File: src/design/assert_macros.svh
// Assertion macros used by the state module.
`ifndef ASSERT_MACROS_SVH
`define ASSERT_MACROS_SVH
`ifndef NO_ASSERTIONS
// Checks that the property holds at every rising edge of clk_i outside reset.
`define DMI_ASSERT(lbl, prop) \
  lbl: assert property (@(posedge clk_i) disable iff (!rst_ni) (prop)) \
    else $error("assertion failed");
// Checks that the expression is never true at a rising edge of clk_i outside reset.
`define DMI_ASSERT_NEVER(lbl, expr) \
  lbl: assert property (@(posedge clk_i) disable iff (!rst_ni) !(expr)) \
    else $error("forbidden condition seen");
`else
`define DMI_ASSERT(lbl, prop)
`define DMI_ASSERT_NEVER(lbl, expr)
`endif
`endif

File: src/design/dmi_pkg.sv
// Package with the types, constants and step tables of the deadman interlock.
package dmi_pkg;

  localparam int NumButtonsDef = 16;
  localparam int SeqLenDef     = 16;

  localparam int TimeW   = 32;
  localparam int MaskW   = 16;
  localparam int AxisW   = 2;
  localparam int CountW  = 5;
  localparam int GapW    = 16;
  localparam int DeadW   = 4;

  // Progress code reported once the sequence has been activated.
  localparam logic [CountW-1:0] SeqActivated = 5'd17;

  // Register indexes on the configuration port.
  localparam logic [1:0] RegDeadman = 2'd0;
  localparam logic [1:0] RegStepGap = 2'd1;
  localparam logic [1:0] RegHoldoff = 2'd2;

  localparam logic [DeadW-1:0] DeadmanRst = 4'd1;
  localparam logic [GapW-1:0]  StepGapRst = 16'd750;
  localparam logic [GapW-1:0]  HoldoffRst = 16'd1000;

  // Bit i set means step i is checked on the vertical axis, else horizontal.
  localparam logic [15:0] StepIsVert = 16'h00FF;
  // Expected axis value of each step, two-bit two's complement.
  localparam logic [AxisW-1:0] StepValue [16] = '{
    2'b01, 2'b00, 2'b01, 2'b00, 2'b11, 2'b00, 2'b11, 2'b00,
    2'b01, 2'b00, 2'b11, 2'b00, 2'b01, 2'b00, 2'b11, 2'b00
  };

  typedef struct packed {
    logic [DeadW-1:0] deadman_button;
    logic [GapW-1:0]  step_gap_ms;
    logic [GapW-1:0]  disarm_holdoff_ms;
  } cfg_t;

  typedef struct packed {
    logic [TimeW-1:0] time_ms;
    logic [MaskW-1:0] button_mask;
    logic [AxisW-1:0] dpad_horizontal;
    logic [AxisW-1:0] dpad_vertical;
  } item_t;

  typedef struct packed {
    logic              go_allowed;
    logic              auto_mode;
    logic [CountW-1:0] sequence_progress;
  } result_t;

endpackage

File: src/design/dmi_state.sv
// Interlock state registers and the per-sample update logic.
module dmi_state #(
  parameter int NUM_BUTTONS = dmi_pkg::NumButtonsDef,
  parameter int SEQ_LEN     = dmi_pkg::SeqLenDef
) (
  input  logic             clk_i,
  input  logic             rst_ni,
  input  logic             upd_i,
  input  dmi_pkg::item_t   item_i,
  input  dmi_pkg::cfg_t    cfg_i,
  output dmi_pkg::result_t res_o
);
  import dmi_pkg::*;

  localparam logic [CountW-1:0] SeqLenC = CountW'(SEQ_LEN);

  logic              go_q, go_d;
  logic              auto_q, auto_d;
  logic [CountW-1:0] count_q, count_d;
  logic [TimeW-1:0]  last_q, last_d;

  logic [MaskW-1:0]  buttons;
  logic              deadman;
  logic [TimeW-1:0]  elapsed;
  logic              gap_over;
  logic              holdoff_over;
  logic [CountW-1:0] count_base;
  logic [3:0]        step_idx;
  logic [AxisW-1:0]  axis_val;

  // Buttons beyond the pad are ignored.
  for (genvar b = 0; b < MaskW; b++) begin : g_mask
    if (b < NUM_BUTTONS) begin : g_on
      assign buttons[b] = item_i.button_mask[b];
    end else begin : g_off
      assign buttons[b] = 1'b0;
    end
  end

  assign deadman      = buttons[cfg_i.deadman_button];
  assign elapsed      = item_i.time_ms - last_q;
  assign gap_over     = elapsed > TimeW'(cfg_i.step_gap_ms);
  assign holdoff_over = elapsed > TimeW'(cfg_i.disarm_holdoff_ms);
  assign count_base   = gap_over ? '0 : count_q;
  assign step_idx     = count_base[3:0];
  assign axis_val     = StepIsVert[step_idx] ? item_i.dpad_vertical : item_i.dpad_horizontal;

  always_comb begin
    go_d    = go_q;
    auto_d  = auto_q;
    count_d = count_q;
    last_d  = last_q;
    if (!go_q) begin
      go_d    = auto_q | deadman;
      count_d = count_base;
      if (count_base < SeqLenC) begin
        if (axis_val == StepValue[step_idx]) begin
          count_d = count_base + CountW'(1);
          last_d  = item_i.time_ms;
        end
      end else if (deadman) begin
        count_d = SeqActivated;
      end
      if (count_d == SeqActivated) begin
        auto_d = 1'b1;
      end
    end else if (auto_q) begin
      if ((|buttons) && holdoff_over) begin
        auto_d  = 1'b0;
        count_d = '0;
      end
      if (!auto_d && !deadman) begin
        go_d = 1'b0;
      end
    end else if (!deadman) begin
      go_d = 1'b0;
    end
  end

  always_ff @(posedge clk_i or negedge rst_ni) begin
    if (!rst_ni) begin
      go_q    <= 1'b0;
      auto_q  <= 1'b0;
      count_q <= '0;
      last_q  <= '0;
    end else if (upd_i) begin
      go_q    <= go_d;
      auto_q  <= auto_d;
      count_q <= count_d;
      last_q  <= last_d;
    end
  end

  assign res_o.go_allowed        = go_d;
  assign res_o.auto_mode         = auto_d;
  assign res_o.sequence_progress = count_d;

`include "assert_macros.svh"

  `DMI_ASSERT(a_count_range, (count_q <= SeqLenC) || (count_q == SeqActivated))
  `DMI_ASSERT(a_auto_needs_activation, $rose(auto_q) |-> (count_q == SeqActivated))
  `DMI_ASSERT(a_disarm_clears_count, $fell(auto_q) |-> (count_q == '0))
  `DMI_ASSERT_NEVER(a_auto_while_idle_count, !$past(upd_i) && $rose(auto_q))

endmodule

File: src/design/deadman_interlock_with_unlock_sequence.sv
// Top level of the deadman interlock with unlock sequence.
//
// The block takes one gamepad sample per beat on the s_axis channel and
// returns one result beat per sample on the m_axis channel, in order.
// A sample carries a wrapping millisecond timestamp, the button mask and
// the two D-pad axes; the result gives the desired action, the following
// mode and the unlock-sequence progress (17 once activated).
// An accepted sample lands in an input register; once the output register
// is free, the state update runs and the result enters the output
// register. Throughput is one sample per cycle while the receiver keeps
// up: the state update is a single pass around one 32-bit subtract and
// two 32-bit compares. When the receiver stalls, the output register holds
// its beat and one more sample may wait in the input register before
// s_axis_tready_o drops. Reset empties both registers and clears the
// state: paused, manual, no steps matched, last step time zero; the
// configuration registers return to deadman button 1, a 750 ms step gap
// and a 1000 ms holdoff. Configuration is to be written over the APB port
// by the user only while no sample is in flight; nothing here enforces it.
module deadman_interlock_with_unlock_sequence #(
  parameter int NUM_BUTTONS = dmi_pkg::NumButtonsDef,
  parameter int SEQ_LEN     = dmi_pkg::SeqLenDef
) (
  input  logic        clk_i,
  input  logic        rst_ni,
  // Sample stream.
  input  logic        s_axis_tvalid_i,
  output logic        s_axis_tready_o,
  // tdata: time_ms[31:0], button_mask[47:32], dpad_horizontal[49:48],
  // dpad_vertical[51:50], zero fill [55:52].
  input  logic [55:0] s_axis_tdata_i,
  // Result stream.
  output logic        m_axis_tvalid_o,
  input  logic        m_axis_tready_i,
  // tdata: go_allowed[0], auto_mode[1], sequence_progress[6:2], zero [7].
  output logic [7:0]  m_axis_tdata_o,
  // Configuration port.
  input  logic        psel,
  input  logic        penable,
  input  logic        pwrite,
  input  logic [3:0]  paddr,
  input  logic [31:0] pwdata,
  output logic [31:0] prdata,
  output logic        pready
);
  import dmi_pkg::*;

  // Configuration registers.
  cfg_t    cfg_q;
  logic    cfg_wr;

  // Input register stage.
  logic    in_valid_q, in_valid_d;
  item_t   in_item_q;

  // Output register stage.
  logic    out_valid_q, out_valid_d;
  result_t out_res_q;
  result_t res_next;

  logic    s_accept;
  logic    out_free;
  logic    advance;

  // --------------------------------------------------------------------
  // APB register file. Writes complete in the access phase; the port
  // never stretches a transfer. Writes to an unmapped slot are dropped.
  // --------------------------------------------------------------------
  assign pready = 1'b1;
  assign cfg_wr = psel & penable & pwrite & pready;

  always_ff @(posedge clk_i or negedge rst_ni) begin
    if (!rst_ni) begin
      cfg_q.deadman_button    <= DeadmanRst;
      cfg_q.step_gap_ms       <= StepGapRst;
      cfg_q.disarm_holdoff_ms <= HoldoffRst;
    end else if (cfg_wr) begin
      case (paddr[3:2])
        RegDeadman: cfg_q.deadman_button    <= pwdata[DeadW-1:0];
        RegStepGap: cfg_q.step_gap_ms       <= pwdata[GapW-1:0];
        RegHoldoff: cfg_q.disarm_holdoff_ms <= pwdata[GapW-1:0];
        default: ;
      endcase
    end
  end

  always_comb begin
    case (paddr[3:2])
      RegDeadman: prdata = 32'(cfg_q.deadman_button);
      RegStepGap: prdata = 32'(cfg_q.step_gap_ms);
      RegHoldoff: prdata = 32'(cfg_q.disarm_holdoff_ms);
      default:    prdata = '0;
    endcase
  end

  // --------------------------------------------------------------------
  // Handshake. The output register frees up when it is empty or its beat
  // is being taken; the input register moves forward whenever the output
  // register is free, so while it is, a new sample can enter every cycle.
  // --------------------------------------------------------------------
  assign out_free        = ~out_valid_q | m_axis_tready_i;
  assign advance         = in_valid_q & out_free;
  assign s_axis_tready_o = ~in_valid_q | out_free;
  assign s_accept        = s_axis_tvalid_i & s_axis_tready_o;

  always_comb begin
    in_valid_d = in_valid_q;
    if (s_accept) begin
      in_valid_d = 1'b1;
    end else if (advance) begin
      in_valid_d = 1'b0;
    end
    out_valid_d = out_valid_q;
    if (advance) begin
      out_valid_d = 1'b1;
    end else if (m_axis_tready_i) begin
      out_valid_d = 1'b0;
    end
  end

  always_ff @(posedge clk_i or negedge rst_ni) begin
    if (!rst_ni) begin
      in_valid_q  <= 1'b0;
      out_valid_q <= 1'b0;
    end else begin
      in_valid_q  <= in_valid_d;
      out_valid_q <= out_valid_d;
    end
  end

  // Payload registers carry no reset.
  always_ff @(posedge clk_i) begin
    if (s_accept) begin
      in_item_q.time_ms         <= s_axis_tdata_i[31:0];
      in_item_q.button_mask     <= s_axis_tdata_i[47:32];
      in_item_q.dpad_horizontal <= s_axis_tdata_i[49:48];
      in_item_q.dpad_vertical   <= s_axis_tdata_i[51:50];
    end
    if (advance) begin
      out_res_q <= res_next;
    end
  end

  // --------------------------------------------------------------------
  // State update: commits in the same cycle the result is captured, so
  // the following sample already sees the new state.
  // --------------------------------------------------------------------
  dmi_state #(
    .NUM_BUTTONS(NUM_BUTTONS),
    .SEQ_LEN    (SEQ_LEN)
  ) u_state (
    .clk_i (clk_i),
    .rst_ni(rst_ni),
    .upd_i (advance),
    .item_i(in_item_q),
    .cfg_i (cfg_q),
    .res_o (res_next)
  );

  assign m_axis_tvalid_o = out_valid_q;
  assign m_axis_tdata_o  = {1'b0, out_res_q.sequence_progress,
                            out_res_q.auto_mode, out_res_q.go_allowed};

endmodule
File: config.mk
export PLATFORM = sky130hd
export DESIGN_NAME = deadman_interlock_with_unlock_sequence
export DESIGN_NICKNAME = d
export VERILOG_FILES = /design/src/design/dmi_pkg.sv /design/src/design/dmi_state.sv /design/src/design/deadman_interlock_with_unlock_sequence.sv
export VERILOG_INCLUDE_DIRS = /design/src /design/src/design
export SDC_FILE = /design/constraint.sdc
export NUM_CORES = 1
export LEC_CHECK = 0
export BUFFER_PORTS_ARGS = -buffer_cell sky130_fd_sc_hd__buf_2
export CORE_AREA = 8 8 150 152
export CTS_CLUSTER_DIAMETER = 40
export DETAILED_ROUTE_END_ITERATION = 6
export DIE_AREA = 0 0 158 160
export REMOVE_ABC_BUFFERS = 1
export SLEW_MARGIN = 40
export SYNTH_ARGS = -nofsm -noshare
export SYNTH_HDL_FRONTEND = slang
export SYNTH_SLANG_ARGS = --single-unit
File: constraint.sdc
create_clock -name clk_i -period 12.5 [get_ports clk_i]
set_input_delay 0.625 -clock clk_i [delete_from_list [all_inputs] [get_ports clk_i]]
set_output_delay 0.625 -clock clk_i [all_outputs]
set_load 0.005 [all_outputs]
# After elaboration in Yosys (flattened, before gate mapping)

Memories as Yosys holds them, arrays and structs flattened.
Index checks and enable logic that the tools add are counted.

Add/subtract/negate cells: 2
Reduce and logical (&&, ||, !) cells: 12
Multiplexer cells: 29
Order comparisons: 6
Bitwise operators: 11
Eq/ne operators: 4

Operator list:

| cell                  | number |
|---|---|
| $gt A32 B16 Y1        | 2 |
| $pmux W16 S3          | 1 |
| $mux W5               | 8 |
| $sub A32 B32 Y32      | 1 |
| $mux W1               | 16 |
| $reduce_or A16 Y1     | 1 |
| $lt A4 B5 Y1 const B  | 2 |
| $mux W2               | 3 |
| $reduce_and A2 Y1     | 3 |
| $add A5 B1 Y5 const B | 1 |
| $eq A5 B5 Y1 const B  | 1 |
| $ge A5 B5 Y1 const B  | 1 |
| $lt A5 B5 Y1 const B  | 1 |
| $not A4 Y5            | 1 |
| $and A1 B1 Y1         | 4 |
| $bmux W1 S4           | 1 |
| $reduce_and A4 Y1     | 1 |
| $reduce_bool A2 Y1    | 2 |
| $not A1 Y1            | 3 |
| $or A1 B1 Y1          | 3 |
| $eq A2 B1 Y1 const B  | 1 |
| $eq A2 B2 Y1          | 1 |
| $eq A2 B2 Y1 const B  | 1 |
| $logic_and A1 B1 Y1   | 2 |
| other kinds (2)       | 3 |

Bits in registers: 136
ROM bits: 48
Word-level logic and storage cells: 82
Output and inout port bits: 43
Input port bits: 99
Memories: 2

Memory list:

| memory           | words | bits a word | rd ports | clocked after memory_dff | write ports | RTL line        | source |
|---|---|---|---|---|---|---|---|
| (name not given) | 16    | 2           | 1        | 0                        | 0           | dmi_state.sv:57 | `if (axis_val == StepValue[step_idx]) begin` |
| (name not given) | 16    | 1           | 1        | 0                        | 0           | dmi_state.sv:46 | `assign axis_val = StepIsVert[step_idx] ? item_i.dpad_vertical : item_i.dpad_horizontal;` |

# Depth between registers and ports, before layout

Gate-level depths: netlist of run 1.

Depth after elaboration: 14
Depth in mapped cells: 28
Gate-level depth less buffers: 27

# By module

A second synthesis of run 1 with hierarchy kept.

Cells, all modules: 850
Area total of the unflattened synthesis: 8670.8 µm²

Modules (own cells, without submodules):

| module                                 | area an instance (µm²) | cells each | instances | seq. area each (µm²) |
|---|---|---|---|---|
| dmi_state                              | 5011.1                 | 653        | 1         | 975.9 |
| deadman_interlock_with_unlock_sequence | 3659.8                 | 197        | 1         | 2740.1 |

# Worst setup path after synthesis of run 1

OpenSTA, ideal clock, no wires.

Kind: register to register
Start point: register in_item_q[24] in the netlist's numbering
End point: register u_state.last_q[0]
Setup slack: 6808 ps
Data required time: 12375 ps
Period minus slack after synthesis: 5692 ps
Arrival time: 5567 ps
Buffers on the path: 0
Stages on the path, launching flop included: 26
Setup time: 125 ps
Cell sequence: edfxtp_1 ha_1 a21o_1 a31o_1 o211a_4 o21bai_1 nand2_1 a21o_1 a21o_1 a31oi_1 xnor2_1 ha_1 nand4_1 nor2_1 o31a_1 o31a_1 nor4_1 and2_1 ha_1 xnor2_1 nor3_1 and4_1 a31oi_1 nand2_4 nor4_4 mux2_4

Cells in the longest elaborated chain, start to end: 9
Elaborated cells on any way between the ends: 13
Those cells by class: add/sub (1); order compare (2); eq/ne (1); mux (5); bitwise (1); reduce/logical (1); memory (2)

Ends and longest elaborated chain:

| item                                        | RTL line                                     | source |
|---|---|---|
| start, declared                             | deadman_interlock_with_unlock_sequence.sv:53 | `item_t in_item_q;` |
| $sub A32 B32 Y32 *                          | dmi_state.sv:41                              | `assign elapsed = item_i.time_ms - last_q;` |
| $gt A32 B16 Y1 *                            | dmi_state.sv:42                              | `assign gap_over = elapsed > TimeW'(cfg_i.step_gap_ms);` |
| $mux W5 *                                   | dmi_state.sv:44                              | `assign count_base = gap_over ? '0 : count_q;` |
| $not A4 Y5 (not written as such)            | dmi_state.sv:57                              |  |
| $mem_v2 Z16 W2                              | --                                           |  |
| $mux W2 (not written as such) (2 in series) | dmi_state.sv:57                              |  |
| $eq A2 B2 Y1                                | dmi_state.sv:57                              |  |
| $reduce_and A4 Y1 (no line) *               | --                                           |  |
| end signal, assigned                        | dmi_state.sv:90                              | `last_q <= last_d;` |
| end, declared                               | dmi_state.sv:20                              | `logic [TimeW-1:0] last_q, last_d;` |

Mark *: on every way between the ends. The rest lies on a longest branch, timed or not. The select of a mux whose other input is x is not followed.
A chain may end at the register's enable or synchronous reset.

# Worst setup path after layout of run 1

Same ends and word-level chain as after synthesis.

==> run metrics, run 1 <==
CP max stage delay=0.60 ns; post-layout net count=1140; Pre-antenna DRT Iters=5; Post-CTS Setup Bufs=0; fmax=145 MHz; final hold violation count=0; clock sinks=136; CTS clk-pin slew, worst paths=0.06 ns; Max Cap Viol=0; Sw Share=0.400; WL per Instance=16.1 um; Final WS setup=5.63 ns; fin crit period=6.87 ns; register share of total power=0.263; ANT nets after route=0; 1st-iter DRT viols=364; WS Path Type=reg2reg; Post-synth top flop=dfrtp_1; cts bufs inserted=17; Post-synth EDFFs=59; number of hold buffers added after cts=0; # IOs=142; post-route insts no fill=1258; die span in y=160 um; vias in the first global route=6532; Placer Congestion=0.852; most frequent cells in the layout=100 x buf_2, 79 x nand2_1, 77 x inv_1; RSZ-0062 raised after global routing=no; design area=0.0102 sq mm; crit path DAT=7.17 ns; clock root buffer=clkbuf_16; DP Wirelength=15.2 mm; syn avg cell area=10.1 sq um; Starting Density=0.443; layout cells sized above 1=0.259; Psw=0.947 mW; Synth Cell Area=0.00887 sq mm; antenna violations before repair=1; Setup WS pre-CTS=5.75 ns; setup TNS=0 ns; IO Port Bufs=101; Tot Pwr=2.37 mW; gr ovfl total=0; max_slew headroom=0.513; Die ar.=0.0253 sq mm; Critical Path End Type=flip-flop; Site Rows=52; # DRC=0; RR Startpoint=in_item_q[24]; via count=6587; most common cell after layout, fill and taps aside=buf_2; Peak VDD IR=0.000112 V; post-CTS sizing=0; Pwr Density=233 mW/mm^2; Slowest-stage cell, CP=buf_6; # diodes=0; Clock Power Share=0.221; CP max FO=62; final wirelength=20.3 mm; Syn. warnings=0; largest net degree at the start of global routing=78; die width=158 um; Max Transition Viols Final=0; Combinational Power Share=0.516; worst hold path class=in2async; worst-skew pair later-pin latency=0.42 ns; WP data required=12.80 ns; Util after Layout=0.507; crit share post-route=0.550; Pint=1.42 mW; CP Launch Point=in_item_q[24]; Yosys reg bits=136; vias per cell=5.24; post-synthesis cell type count=85; first-pass GRT wire length=33.0 mm; Final Skew=0.0112 ns; Fillers=1883; Setup violations, final=0; total track usage=0.163; Core Box Area=0.0200 sq mm; Syn Inst Count=879; actual slew at the worst max-slew pin=0.730 ns; sequential fraction of the synthesis area=0.419; H-tree depth=4; share of flip-flops with an asynchronous set or reset=0.566; Layout area overhead=14.6%; CTS tree=built; WHS=0.254 ns; post-placement cell area=0.00955 sq mm; critical path launch point type=flip-flop; Max clock buf depth=2; status=complete, no violations; Pleak=4.39 nW; placed insts=1226
worst max-delay path, delay by kind of cell (launching register included):
kind | cells | cell delay, ns
fa+ha+maj | 3 | 0.94
mux | 1 | 0.35
buf+inv | 1 | 0.60
xor+xnor | 2 | 0.43
simple gates | 9 | 1.54
flops | 1 | 0.40
compound gates | 10 | 2.46
final timing paths:
check	depth (start not counted)	slack [ns]	to
worst max-delay path	26	5.63	u_state.last_q[0]
worst min-delay path	1	0.25	cfg_q[4]
worst max register to register	26	5.63	u_state.last_q[0]
worst min register to register	1	0.49	m_axis_tvalid_o
max in group asynchronous	1	11.81	u_state.count_q[4]
min in group clk_i	1	0.38	in_item_q[47]
cell usage after synthesis, types with 8 or more instances:
library cell / n / area (sq um)
xor2_1: 8 / 70.1
nand2_2: 30 / 188
mux2_2: 11 / 124
o21ai_0: 61 / 305
clkbuf_1: 15 / 56.3
inv_1: 77 / 289
and2_1: 10 / 62.6
a21oi_1: 42 / 210
o21ai_1: 9 / 45.0
or3_1: 10 / 62.6
o21ai_2: 30 / 263
nand3_1: 8 / 40.0
buf_4: 18 / 135
edfxtp_1: 59 / 1770
nand4_1: 17 / 106
dfrtp_1: 63 / 1580
xnor2_1: 13 / 114
nor2b_1: 15 / 93.8
ha_1: 65 / 813
nand2_1: 79 / 297
nor3_1: 9 / 45.0
a22o_1: 12 / 105
o21a_1: 10 / 75.1
a21o_1: 17 / 128
nor2_1: 28 / 105
dfstp_2: 14 / 368
cells by family after synthesis:
group	count (synthesis)	synth area share
flops	136	0.419
buf+inv	124	0.0660
fa+ha+maj	66	0.0939
mux	26	0.0406
other cells	2	0.000847
compound gates	253	0.200
xor+xnor	21	0.0207
simple gates	251	0.159
metal layers:
metal,routed length (um),GRT usage,up-vias
li1,-,-,3335
met1,9560,0.222,3084
met2,9350,0.262,154
met3,1140,0.0321,12
met4,182,0.0407,2
met5,15,0,-
layout make-up:
class / count / area (sq um) / area share
Clock buffer: 21 / 440 / 0.0433
Tap cell: 270 / 338 / 0.0332
Multi-Input combinational cell: 635 / 4640 / 0.457
Clock inverter: 11 / 174 / 0.0171
Timing Repair Buffer: 107 / 563 / 0.0554
Inverter: 78 / 293 / 0.0288
Sequential cell: 136 / 3720 / 0.366
state kept, by name, indices dropped and copies added, names as in the netlist:
| name | flops |
|---|---|
| m_axis_tvalid_o | 1 |
| in_item_q | 52 |
| u_state.go_q | 1 |
| in_valid_q | 1 |
| m_axis_tdata_o | 7 |
| u_state.count_q | 5 |
| u_state.auto_q | 1 |
| cfg_q | 36 |
| u_state.last_q | 32 |
power groups by stage:
stage / combinational (mW) / sequential, mW / clock (mW)
after floorplan: 0.943 / 0.618 / 0
after global placement: 1.20 / 0.627 / 0
after detailed placement: 1.21 / 0.630 / 0
after CTS: 1.22 / 0.622 / 0.537
after global routing: 1.38 / 0.633 / 0.556
final: 1.22 / 0.622 / 0.523
No activity file was read; power rests on OpenSTA's default activity.
==> run 2, diff against run 1 <==
Settings changed: PLACE_DENSITY set to 0.67.
Clock period 12.5 ns to 6.3 ns, I/O delays scaled along.
==> run 2 against run 1 <==
- hold slack worse by 0.19 ns
- sequential share of layout area fell by 0.24 points
- utilization grew 0.34 points
- design area is 0.67% higher
- count of clock-buffer cells in the layout shrank 4
- critical path type unchanged
- highest routed layer is now met4
==> run metrics, run 2 (synthesis results as in run 1) <==
Peak VDD IR=0.000212 V (+89%); Reg2Reg Depth=27 (+3.8%); DP Wirelength=15.4 mm (+0.98%); clock root buffer=clkbuf_16; ANT nets after route=0 (unchanged); Top Registers=in_item_q (52), cfg_q (36), u_state.last_q (32); vias in the first global route=6867 (+5.1%); antenna violations before repair=1 (unchanged); CTS clk-pin slew, worst paths=0.07 ns (about the same); IO Port Bufs=101 (unchanged); Final Skew=0.0102 ns (-0.00100 ns); Pwr Density=457 mW/mm^2 (+96%); cts bufs inserted=17 (unchanged); cell family with most CP delay=compound AO/OA/AOI/OAI gates; flop-to-flop setup slack=0.37 ns (-5.26 ns); WS Path Type=reg2reg; Max clock buf depth=2 (unchanged); Site Rows=52 (unchanged); Max Cap Viol=0 (unchanged); Starting Density=0.443 (unchanged); HP Start=s_axis_tdata_i[0]; most frequent cells in the layout=100 x buf_2, 79 x nand2_1, 77 x inv_1; clock sinks=136 (unchanged); fmax=169 MHz (+16%); setup TNS=0 ns (unchanged); CP max stage delay=0.41 ns (-0.19 ns); final hold violation count=0 (unchanged); Slowest-stage cell, CP=edfxtp_1; Util after Layout=0.511 (+0.00337); first-pass GRT wire length=34.0 mm (+3.1%); Max Transition Viols Final=0 (unchanged); worst-skew pair later-pin latency=0.43 ns (about the same); Multi-input gate area=0.00466 sq mm (+0.43%); Post-CTS Setup Bufs=0 (unchanged); max reg flops=52 (unchanged); crit share post-route=0.942 (+0.392); Pre-antenna DRT Iters=5 (unchanged); sequential cell area=0.00372 sq mm (unchanged); Pleak=4.43 nW (+1.0%); via count=6777 (+2.9%); total stage count of the critical path=27 (+3.8%); RSZ-0062 raised after global routing=no; CTS tree=built; die width=158 um (unchanged); # IOs=142 (unchanged); status=complete, no violations; die span in y=160 um (unchanged); WP data required=6.61 ns (-6.19 ns); Die ar.=0.0253 sq mm (unchanged); crit path DAT=6.24 ns (-0.93 ns); WHS Path Cells=1; # DRC=0 (unchanged); WL per Instance=16.0 um (-0.45%); gr ovfl total=0 (unchanged); Worst Hold End=in_item_q[20]; RR Startpoint=in_item_q[24]; fin crit period=5.93 ns (-0.942 ns); vias per cell=5.34 (+2.1%); final wirelength=20.3 mm (+0.34%); Tot Pwr=4.68 mW (+98%); layout cells sized above 1=0.271 (+0.0117); max_slew headroom=0.529 (+0.0156); Setup violations, final=0 (unchanged); worst hold path class=in2reg; WP buf/inv=1 (unchanged); post-layout net count=1149 (+0.79%); 1st-iter DRT viols=453 (+24%); Fillers=1904 (+1.1%); Layout area overhead=15.3%; most common cell after layout, fill and taps aside=buf_2; actual slew at the worst max-slew pin=0.707 ns (-0.0234 ns); FF-to-FF End=u_state.count_q[0]; largest net degree at the start of global routing=78 (unchanged); critical path launch point type=flip-flop; most flop-heavy register=in_item_q; total track usage=0.167 (+0.00385); Critical Path End Type=flip-flop; Placer Congestion=0.889 (+4.3%); Core Box Area=0.0200 sq mm (unchanged); H-tree depth=4 (unchanged); CP max FO=5 (-92%)
run 2: cell count changes in the layout (fill, tap and decap cells not counted), moves of 3 or more:
| cell | before | now |
|---|---|---|
| buf_4 | 5 | 13 |
| inv_6 | 0 | 6 |
| clkbuf_1 | 4 | 0 |
| inv_8 | 0 | 4 |
| bufinv_16 | 4 | 1 |
| clkinv_4 | 4 | 1 |
run 2: routing by layer:
metal	global-route usage	share of wire	up-vias
li1	-	-	3371
met4	0.0587	0.021	0
met2	0.261	0.45	169
met3	0.0313	0.052	25
met1	0.227	0.48	3212
met5	0	0	-
run 2: what timing repair did:
action | 4_1_cts | 5_1_grt
endpoints found under the hold margin | 63 | 0
resized for setup | 0 | 3
hold buffers | 1 | 0
endpoints found under the setup margin | 0 | 35
run 2: worst max-delay path by stage:
stage,startpoint,to,slack (ns)
2_1_floorplan,in_item_q[24],u_state.last_q[0],-1.68
3_3_place_gp,in_item_q[24],m_axis_tdata_o[4],0.28
3_5_place_dp,in_item_q[24],m_axis_tdata_o[4],0.16
4_1_cts,in_item_q[24],m_axis_tdata_o[4],0.13
5_1_grt,in_item_q[24],m_axis_tdata_o[4],0.007
6_report,in_item_q[24],u_state.count_q[0],0.37
run 2: final cells by class:
type / instances / share of cell area
Multi-Input combinational cell: 635 / 0.455
Sequential cell: 136 / 0.363
Timing Repair Buffer: 116 / 0.0627
Clock buffer: 17 / 0.0416
Tap cell: 270 / 0.0330
Inverter: 78 / 0.0286
Clock inverter: 15 / 0.0152
Antenna cell: 1 / 0.000245
run 2: stage by stage:
stage	setup WS (ns)	cells	cell area (sq um)	hold slack (ns)
6_report	0.367	1268	10200	0.0588
5_1_grt	0.00702	1268	10200	0.0406
4_1_cts	0.134	1267	10200	0.0447
3_5_place_dp	0.162	1234	9620	0.411
3_3_place_gp	0.277	1234	9610	0.481
2_1_floorplan	-1.68	849	8640	0.0194
run 2: where the power goes:
group / internal (mW) / switching, mW / total, mW
logic: 1.03 / 1.42 / 2.45
clock network: 0.560 / 0.435 / 0.995
registers: 1.14 / 0.0961 / 1.24
total: 2.73 / 1.95 / 4.68
run 2: worst register-to-register path, cell delays in order (launching register included):
cell and delay, ns:
edfxtp_1 0.41, ha_1 0.39, a21o_1 0.20, a31o_1 0.22, o211a_4 0.29, o21bai_1 0.19, nand2_1 0.12, a21o_1 0.20
a21o_1 0.19, a31oi_1 0.22, xnor2_1 0.22, ha_1 0.32, nand4_1 0.08, nor2_1 0.05, o31a_1 0.10, o31a_1 0.29
nor4_4 0.21, and2_1 0.21, ha_1 0.17, xnor2_1 0.13, nor3_1 0.06, and4_1 0.20, a31oi_1 0.29, buf_4 0.20
a21oi_1 0.06, a311o_1 0.36, o2bb2ai_1 0.16, mux2_2 0.29
